===== src/design/bta_pkg.sv =====
// ----------------------------------------------------------------------------
// bta_pkg
// Shared types, codes and word-format helpers for the boundary-tag allocator.
// ----------------------------------------------------------------------------
package bta_pkg;

  // Offset arithmetic width (room for arena size plus a block total)
  localparam int AW = 22;
  // Width of one offset or size field inside a metadata word
  localparam int FW = 20;
  localparam logic [FW-1:0] NONE = {FW{1'b1}};

  localparam logic [1:0] TAG_HDR = 2'd1;
  localparam logic [1:0] TAG_FTR = 2'd2;

  typedef enum logic [1:0] {
    ST_OK      = 2'd0,
    ST_ZERO    = 2'd1,
    ST_NOSPACE = 2'd2,
    ST_IGNORED = 2'd3
  } status_t;

  typedef enum logic [5:0] {
    OP_NOP, OP_LOAD, OP_DONE,
    OP_A_START, OP_A_WALK, OP_A_FOUND,
    OP_SP_HDR, OP_SP_FTR, OP_SP_RFTR, OP_NOSPLIT,
    OP_GROW_HDR, OP_GROW_FTR, OP_NOSPACE,
    OP_RM_RDP, OP_RM_WRP, OP_RM_HEADN, OP_RM_RDN, OP_RM_WRN,
    OP_PU_HDR, OP_PU_RDH, OP_PU_WRH, OP_PU_SETH,
    OP_F_RDH, OP_F_BAD, OP_F_MARK, OP_F_RDPF, OP_F_RDPH, OP_F_PFOUND,
    OP_F_PHDR, OP_F_PFTR, OP_F_PCLR, OP_F_RDNX, OP_F_NFOUND,
    OP_F_NHDR, OP_F_NFTR, OP_F_NCLR, OP_F_PUSH
  } op_t;

  typedef struct packed {
    op_t op;
  } cmd_t;

  typedef struct packed {
    logic is_free_req;
    logic zero_req;
    logic alloc_empty;
    logic fit;
    logic next_none;
    logic do_split;
    logic grow_ok;
    logic rm_p_none;
    logic rm_n_none;
    logic head_none;
    logic f_bad;
    logic hdr_ok;
    logic has_prev;
    logic prev_ok;
    logic nb_free;
    logic nx_in;
    logic out_busy;
  } dp_stat_t;

  function automatic logic [63:0] mk_hdr(logic [FW-1:0] size, logic [FW-1:0] nxt,
                                         logic [FW-1:0] prv, logic fr);
    mk_hdr = {1'b0, TAG_HDR, fr, prv, nxt, size};
  endfunction

  function automatic logic [63:0] mk_ftr(logic [FW-1:0] off);
    mk_ftr = {1'b0, TAG_FTR, 41'd0, off};
  endfunction

endpackage


===== src/design/bta_ctrl.sv =====
// ----------------------------------------------------------------------------
// bta_ctrl
// Sequencer for allocate and free, with list-remove and list-push routines.
// ----------------------------------------------------------------------------
module bta_ctrl (
  input  logic              clk,
  input  logic              rst,
  input  logic              s_tvalid,
  output logic              s_tready,
  input  bta_pkg::dp_stat_t stat,
  output bta_pkg::cmd_t     cmd
);
  import bta_pkg::*;

  typedef enum logic [30:0] {
    S_IDLE = 31'h1,        S_DISP = 31'h2,        S_A0 = 31'h4,          S_A1 = 31'h8,
    S_A2 = 31'h10,         S_A3 = 31'h20,         S_A4 = 31'h40,         S_G0 = 31'h80,
    S_G1 = 31'h100,        S_RM0 = 31'h200,       S_RM1 = 31'h400,       S_RM2 = 31'h800,
    S_RM3 = 31'h1000,      S_PU0 = 31'h2000,      S_PU1 = 31'h4000,      S_PU2 = 31'h8000,
    S_F0 = 31'h10000,      S_F1 = 31'h20000,      S_F2 = 31'h40000,      S_F3 = 31'h80000,
    S_F4 = 31'h100000,     S_F5 = 31'h200000,     S_F6 = 31'h400000,     S_F7 = 31'h800000,
    S_NX0 = 31'h1000000,   S_NX1 = 31'h2000000,   S_NX2 = 31'h4000000,   S_NX3 = 31'h8000000,
    S_NX4 = 31'h10000000,  S_FP = 31'h20000000,   S_DONE = 31'h40000000
  } state_t;

  state_t state, state_next, ret, ret_next;

  assign s_tready = (state == S_IDLE);

  always_comb begin
    state_next = state;
    ret_next   = ret;
    cmd.op     = OP_NOP;
    unique case (state)
      S_IDLE: if (s_tvalid) begin cmd.op = OP_LOAD; state_next = S_DISP; end
      S_DISP: begin
        if (stat.is_free_req) state_next = S_F0;
        else if (stat.zero_req) state_next = S_DONE;
        else state_next = S_A0;
      end
      S_A0: begin
        if (stat.alloc_empty) state_next = S_G0;
        else begin cmd.op = OP_A_START; state_next = S_A1; end
      end
      S_A1: begin
        if (stat.fit) begin
          cmd.op = OP_A_FOUND; ret_next = S_A2; state_next = S_RM0;
        end else if (stat.next_none) begin
          state_next = S_G0;
        end else begin
          cmd.op = OP_A_WALK;
        end
      end
      S_A2: begin
        if (stat.do_split) begin cmd.op = OP_SP_HDR; state_next = S_A3; end
        else begin cmd.op = OP_NOSPLIT; state_next = S_DONE; end
      end
      S_A3: begin cmd.op = OP_SP_FTR; state_next = S_A4; end
      S_A4: begin cmd.op = OP_SP_RFTR; ret_next = S_DONE; state_next = S_PU0; end
      S_G0: begin
        if (stat.grow_ok) begin cmd.op = OP_GROW_HDR; state_next = S_G1; end
        else begin cmd.op = OP_NOSPACE; state_next = S_DONE; end
      end
      S_G1: begin cmd.op = OP_GROW_FTR; state_next = S_DONE; end
      S_RM0: begin
        if (stat.rm_p_none) begin cmd.op = OP_RM_HEADN; state_next = S_RM2; end
        else begin cmd.op = OP_RM_RDP; state_next = S_RM1; end
      end
      S_RM1: begin cmd.op = OP_RM_WRP; state_next = S_RM2; end
      S_RM2: begin
        if (stat.rm_n_none) state_next = ret;
        else begin cmd.op = OP_RM_RDN; state_next = S_RM3; end
      end
      S_RM3: begin cmd.op = OP_RM_WRN; state_next = ret; end
      S_PU0: begin cmd.op = OP_PU_HDR; state_next = S_PU1; end
      S_PU1: begin
        if (stat.head_none) begin cmd.op = OP_PU_SETH; state_next = ret; end
        else begin cmd.op = OP_PU_RDH; state_next = S_PU2; end
      end
      S_PU2: begin cmd.op = OP_PU_WRH; state_next = ret; end
      S_F0: begin
        if (stat.f_bad) begin cmd.op = OP_F_BAD; state_next = S_DONE; end
        else begin cmd.op = OP_F_RDH; state_next = S_F1; end
      end
      S_F1: begin
        if (stat.hdr_ok) begin cmd.op = OP_F_MARK; state_next = S_F2; end
        else begin cmd.op = OP_F_BAD; state_next = S_DONE; end
      end
      S_F2: begin
        if (stat.has_prev) begin cmd.op = OP_F_RDPF; state_next = S_F3; end
        else state_next = S_NX0;
      end
      S_F3: begin
        if (stat.prev_ok) begin cmd.op = OP_F_RDPH; state_next = S_F4; end
        else state_next = S_NX0;
      end
      S_F4: begin
        if (stat.nb_free) begin
          cmd.op = OP_F_PFOUND; ret_next = S_F5; state_next = S_RM0;
        end else state_next = S_NX0;
      end
      S_F5: begin cmd.op = OP_F_PHDR; state_next = S_F6; end
      S_F6: begin cmd.op = OP_F_PFTR; state_next = S_F7; end
      S_F7: begin cmd.op = OP_F_PCLR; state_next = S_NX0; end
      S_NX0: begin
        if (stat.nx_in) begin cmd.op = OP_F_RDNX; state_next = S_NX1; end
        else state_next = S_FP;
      end
      S_NX1: begin
        if (stat.nb_free) begin
          cmd.op = OP_F_NFOUND; ret_next = S_NX2; state_next = S_RM0;
        end else state_next = S_FP;
      end
      S_NX2: begin cmd.op = OP_F_NHDR; state_next = S_NX3; end
      S_NX3: begin cmd.op = OP_F_NFTR; state_next = S_NX4; end
      S_NX4: begin cmd.op = OP_F_NCLR; state_next = S_FP; end
      S_FP:  begin cmd.op = OP_F_PUSH; ret_next = S_DONE; state_next = S_PU0; end
      S_DONE: if (!stat.out_busy) begin cmd.op = OP_DONE; state_next = S_IDLE; end
      default: state_next = S_IDLE;
    endcase
  end

  always_ff @(posedge clk) begin
    if (rst) begin
      state <= S_IDLE;
      ret   <= S_DONE;
    end else begin
      state <= state_next;
      ret   <= ret_next;
    end
  end

  a_accept_disp: assert property (@(posedge clk) disable iff (rst)
    s_tvalid && s_tready |=> state == S_DISP)
    else $error("accepted item did not start dispatch");
  a_done_leaves: assert property (@(posedge clk) disable iff (rst)
    state == S_DONE && !stat.out_busy |=> state == S_IDLE)
    else $error("finished item not released");
  a_no_overwrite: assert property (@(posedge clk) disable iff (rst)
    cmd.op == OP_DONE |-> !stat.out_busy)
    else $error("result register overwritten while occupied");

endmodule


===== config.mk =====
export PLATFORM = sky130hd
export DESIGN_NAME = bta_ctrl
export DESIGN_NICKNAME = d
export VERILOG_FILES = /design/src/design/bta_pkg.sv /design/src/design/bta_ctrl.sv
export SDC_FILE = /design/constraint.sdc
export NUM_CORES = 1
export LEC_CHECK = 0
export ABC_AREA = 1
export BUFFER_PORTS_ARGS = -buffer_cell sky130_fd_sc_hd__buf_2
export CAP_MARGIN = 20
export CORE_MARGIN = 3
export CORE_UTILIZATION = 60
export DETAILED_ROUTE_END_ITERATION = 12
export GPL_ROUTABILITY_DRIVEN = 0
export HOLD_SLACK_MARGIN = 0.06
export PLACE_DENSITY = 0.9
export SLEW_MARGIN = 20
export SYNTH_ARGS = -nofsm -noshare
export SYNTH_HDL_FRONTEND = slang
export SYNTH_SLANG_ARGS = --single-unit
export TNS_END_PERCENT = 50

===== constraint.sdc =====
create_clock -name clk -period 4.9 [get_ports clk]
set_clock_uncertainty 0.15 [all_clocks]
set_input_delay 0.49 -clock clk [delete_from_list [all_inputs] [get_ports clk]]
set_output_delay 0.49 -clock clk [all_outputs]
set_load 0.02 [all_outputs]

Word-level counts from Yosys, hierarchy flattened
Cells that the tools add are included.
{"block": "totals", "register_bits": 62, "latchBits": 0, "ram_bits": 0, "mem_bits_ro": 0, "in_bits": 20, "output_inout_bits": 7, "word_cells": 86, "n_memories": 0}
{"block": "op_classes", "add_sub_neg": 0, "n_mul": 0, "div_mod_pow": 0, "n_lt_le_gt_ge": 0, "eq_ne": 37, "n_shift": 0, "muxes": 42, "bitwise": 0, "reduce_logical": 5}
{"operator": "$pmux W31 S29", "count": 1}
{"operator": "$mux W31", "count": 15}
{"operator": "$pmux W6 S30", "count": 1}
{"operator": "$pmux W31 S4", "count": 1}
{"operator": "$mux W25", "count": 3}
{"operator": "$mux W30", "count": 2}
{"operator": "$eq A31 B1 Y1 const B", "count": 1}
{"operator": "$eq A31 B10 Y1 const B", "count": 1}
{"operator": "$eq A31 B11 Y1 const B", "count": 1}
{"operator": "$eq A31 B12 Y1 const B", "count": 1}
{"operator": "$eq A31 B13 Y1 const B", "count": 1}
{"operator": "$eq A31 B14 Y1 const B", "count": 1}
{"operator": "$eq A31 B15 Y1 const B", "count": 1}
{"operator": "$eq A31 B16 Y1 const B", "count": 1}
{"operator": "$eq A31 B17 Y1 const B", "count": 1}
{"operator": "$eq A31 B18 Y1 const B", "count": 1}
{"operator": "$eq A31 B19 Y1 const B", "count": 1}
{"operator": "$eq A31 B2 Y1 const B", "count": 1}
{"operator": "$eq A31 B20 Y1 const B", "count": 1}
{"operator": "$eq A31 B21 Y1 const B", "count": 1}
{"operator": "$eq A31 B22 Y1 const B", "count": 1}
{"operator": "$eq A31 B23 Y1 const B", "count": 1}
{"operator": "$eq A31 B24 Y1 const B", "count": 1}
{"operator": "$eq A31 B25 Y1 const B", "count": 1}
{"operator": "27 further kinds", "count": 43}

Logic depth before layout (Yosys ltp)
{"block": "depth", "ltp_word": 4, "depth_mapped": 14, "depth_no_buf": 14}

Worst setup path after synthesis
No wires, ideal clock.
{"block": "synth_timing", "kind": "register -> output", "startpoint": "register state[28]", "endpoint": "output port cmd[0] in the netlist's numbering", "t_arrival_ps": 1783, "required_ps": 4260, "path_slack_ps": 2477, "stages_incl_launch_ff": 11, "n_path_buf": 1, "path_cell_list": "dfxtp_1 -> nor2_1 -> nand2_1 -> nor2_4 -> nand2_2 -> buf_2 -> nor2_1 -> nand2_1 -> nand4_1 -> nor2_1 -> nand4_1"}
{"item": "from (decl)", "line_no": "bta_ctrl.sv:26", "text": "state_t state, state_next, ret, ret_next;"}
{"item": "from (signal assigned)", "line_no": "bta_ctrl.sv:128", "text": "state <= state_next;"}
{"item": "to (decl)", "line_no": "bta_ctrl.sv:11", "text": "output bta_pkg::cmd_t cmd"}

==> metrics.cfg <==
[status]
status = completed

[synthesis]
synth_seq_cells = 35
synth_nets = 431
synth_simple_gate_area_share_pct = 57.2
synth-compound-area-share_pct = 5.20
syn_inst = 411
synth.cell_area_sq_um = 2520
synth_top_family_by_area = simple AND/OR/NAND/NOR gates
synthTopCellsByArea = dfxtp_1 (28%), nor2_1 (15%), nand2_1 (12%), inv_1 (6.5%), nand3_1 (6.1%)
ys_types = 31
synth_top_cell_area_share_pct = 27.8
yosys.area_share.xor_xnor_pct = 0
yosys.area.top_type = dfxtp_1
avgSynthCellArea_sq_um = 6.14
synth.mux.area_fraction_pct = 0
synth_fa_ha_area_share_pct = 0
synth_warnings = 0
seq_area_frac_synth_pct = 27.8

[floorplan]
die_h_um = 70.9
initial_core_util_pct = 65.5
num_io_pins = 27
row_count = 22
coreArea_sq_um = 3850
die_w_um = 70.9
dieArea_sq_um = 5020

[global_route]
grt_pass1_vias = 2395
antenna_found_initial = 0
grt_max_degree = 29
track_usage_pct = 26.5
grt_pass1_wl_um = 10700
grt-ovfl-total = 0

[pwr]
ir_drop_mv = 0.171
power.leakage_nw = 1.36
p_per_area_nw_per_um2 = 215

[detailed_routing]
drc = 0
drt-vias-per-instance = 5.72
drt-met1-wl_um = 2700
wirelength_um = 6550
first_iter_violations = 312
wl_met3_um = 772
highest_layer = met4
wl_met2_um = 2970
wl_per_cell_um = 13.5
ant_nets = 0
dr.pass1.iters = 5
vias = 2768

[sta]
setup_tns_ps = 0
rsz0062_at_grt = false
hold_viol = 0
setup_viol = 0
fmax_ghz = 0.320
slew_viol_final = 0
whs_ps = 226
fin_crit_sh_pct = 63.7
slew_headroom_pct = 63.4
worst_slew_pin_slew_ps = 548
final.min_clock_period_ps = 3120

[cts]
post_cts_resized = 0
cts-root-buf = clkbuf_8
cts_made_buffers = 5
cts_buffer_depth = 2
clock_sinks = 35
cts_max_level = 2
cts_hold_buf = 0
tritoncts = yes
insertion_delay_ps = 290
cts_setup_buffers = 0
clk_pin_slew_ps = 70

[setup_path]
startpoint_type = register
crit_type = register to primary output
cp_data_required_time_ps = 4260
slowest_delay_ps = 380
crit_slowest_cell = nor2_1
path_max_fanout = 25
worstPathCellList = nor2_1 > nand2_1 > nor2_4 > nand2_2 > nor2_1 > nor3_1 > o211ai_1 > nor2_1 > nand3b_1 > buf_2
end_kind = primary output
cpMostUsedCell = nor2_1
arrival_ps = 2480

[final_layout]
diodes = 0
drive_gt1_share_pct = 18.8
areaGrowthSynthToFinish_pct = 8.77
nets = 455

[place]
portBuffers = 26
place_hpwl_um = 5260

[run]
drv_cap = 0

[worst_hold_path]
hp-class = primary input to register

## power by group
part           total (mW)  internal (mW)  switching, mW
registers           0.288          0.286        0.00163
clock network       0.231          0.128          0.103
logic              0.0698         0.0199         0.0499
total               0.589          0.435          0.155
## registers in the layout, indices dropped and copies added (netlist names)
signal / count
state: 31
ret: 4
## final timing paths
| check | from | endpoint | slack [ps] | cells after the start |
|---|---|---|---|---|
| max | state[28] | cmd[1] | 1780 | 10 |
| min | stat[6] | state[17] | 230 | 2 |
| max reg2reg | state[28] | ret[21] | 2470 | 11 |
| min reg2reg | ret[26] | state[26] | 310 | 2 |
## cells in the final DEF (no fill, tap or decap), drive strengths merged
cell,count
nor4,4
inv,48
nand3b,5
o21ai,4
clkbuf,8
nor3,17
or2,1
o22ai,1
nand2,95
nor2,129
o211ai,1
dfxtp,35
o2111ai,1
a31oi,2
buf,26
nor3b,2
nand3,31
a21oi,13
nand4,13
## metrics by stage
| step | std cells | power [mW] | cell area [sq um] | util (%) | setup WS, ps |
|---|---|---|---|---|---|
| after global placement | 476 | 0.361 | 2650 | 68.7 | 2210 |
| after global routing | 484 | 0.612 | 2750 | 71.3 | 1650 |
| final | 484 | 0.589 | 2750 | 71.3 | 1780 |
| after floorplan | 411 | 0.347 | 2520 | - | 2480 |
| after detailed placement | 476 | 0.363 | 2650 | 68.7 | 2160 |
| after CTS | 484 | 0.590 | 2750 | 71.3 | 1840 |
## kinds of logic (layout without fill, tap and decap cells)
group                  after synthesis  in the layout
buffers and inverters               57             82
AOI/OAI and AO/OA                   22             22
and+or+nand+nor                    297            297
DFF                                 35             35
## cell usage after synthesis (all sizes together)
master and n:
a21oi 13, a31oi 2, buf 7, clkbuf 2, dfxtp 35, inv 48, nand2 95, nand3 31
nand3b 5, nand4 13, nor2 129, nor3 17, nor3b 2, nor4 4, o2111ai 1, o211ai 1
o21ai 4, o22ai 1, or2 1
## layout make-up
class | count | area [sq um]
clock buffers | 8 | 100
fillers | 339 | 1110
inverters | 48 | 180
multi-input cells | 319 | 1580
flip-flops and latches | 35 | 701
well taps | 48 | 60.1
repair buffers | 26 | 130
## per-layer routing
layer / vias to the layer above / global-route usage, %
li1: 1360 / -
met1: 1233 / 34.7
met2: 159 / 42.6
met3: 16 / 7.53
met4: 0 / 7.52
met5: - / 0
## critical path, delay by kind of cell (launching register included)
| family | cells | cell delay [ps] |
|---|---|---|
| AO/OA/AOI/OAI | 1 | 90 |
| buffers and inverters | 1 | 170 |
| flip-flops | 1 | 320 |
| AND/OR/NAND/NOR | 8 | 1600 |
No activity file was read; power rests on OpenSTA's default activity.
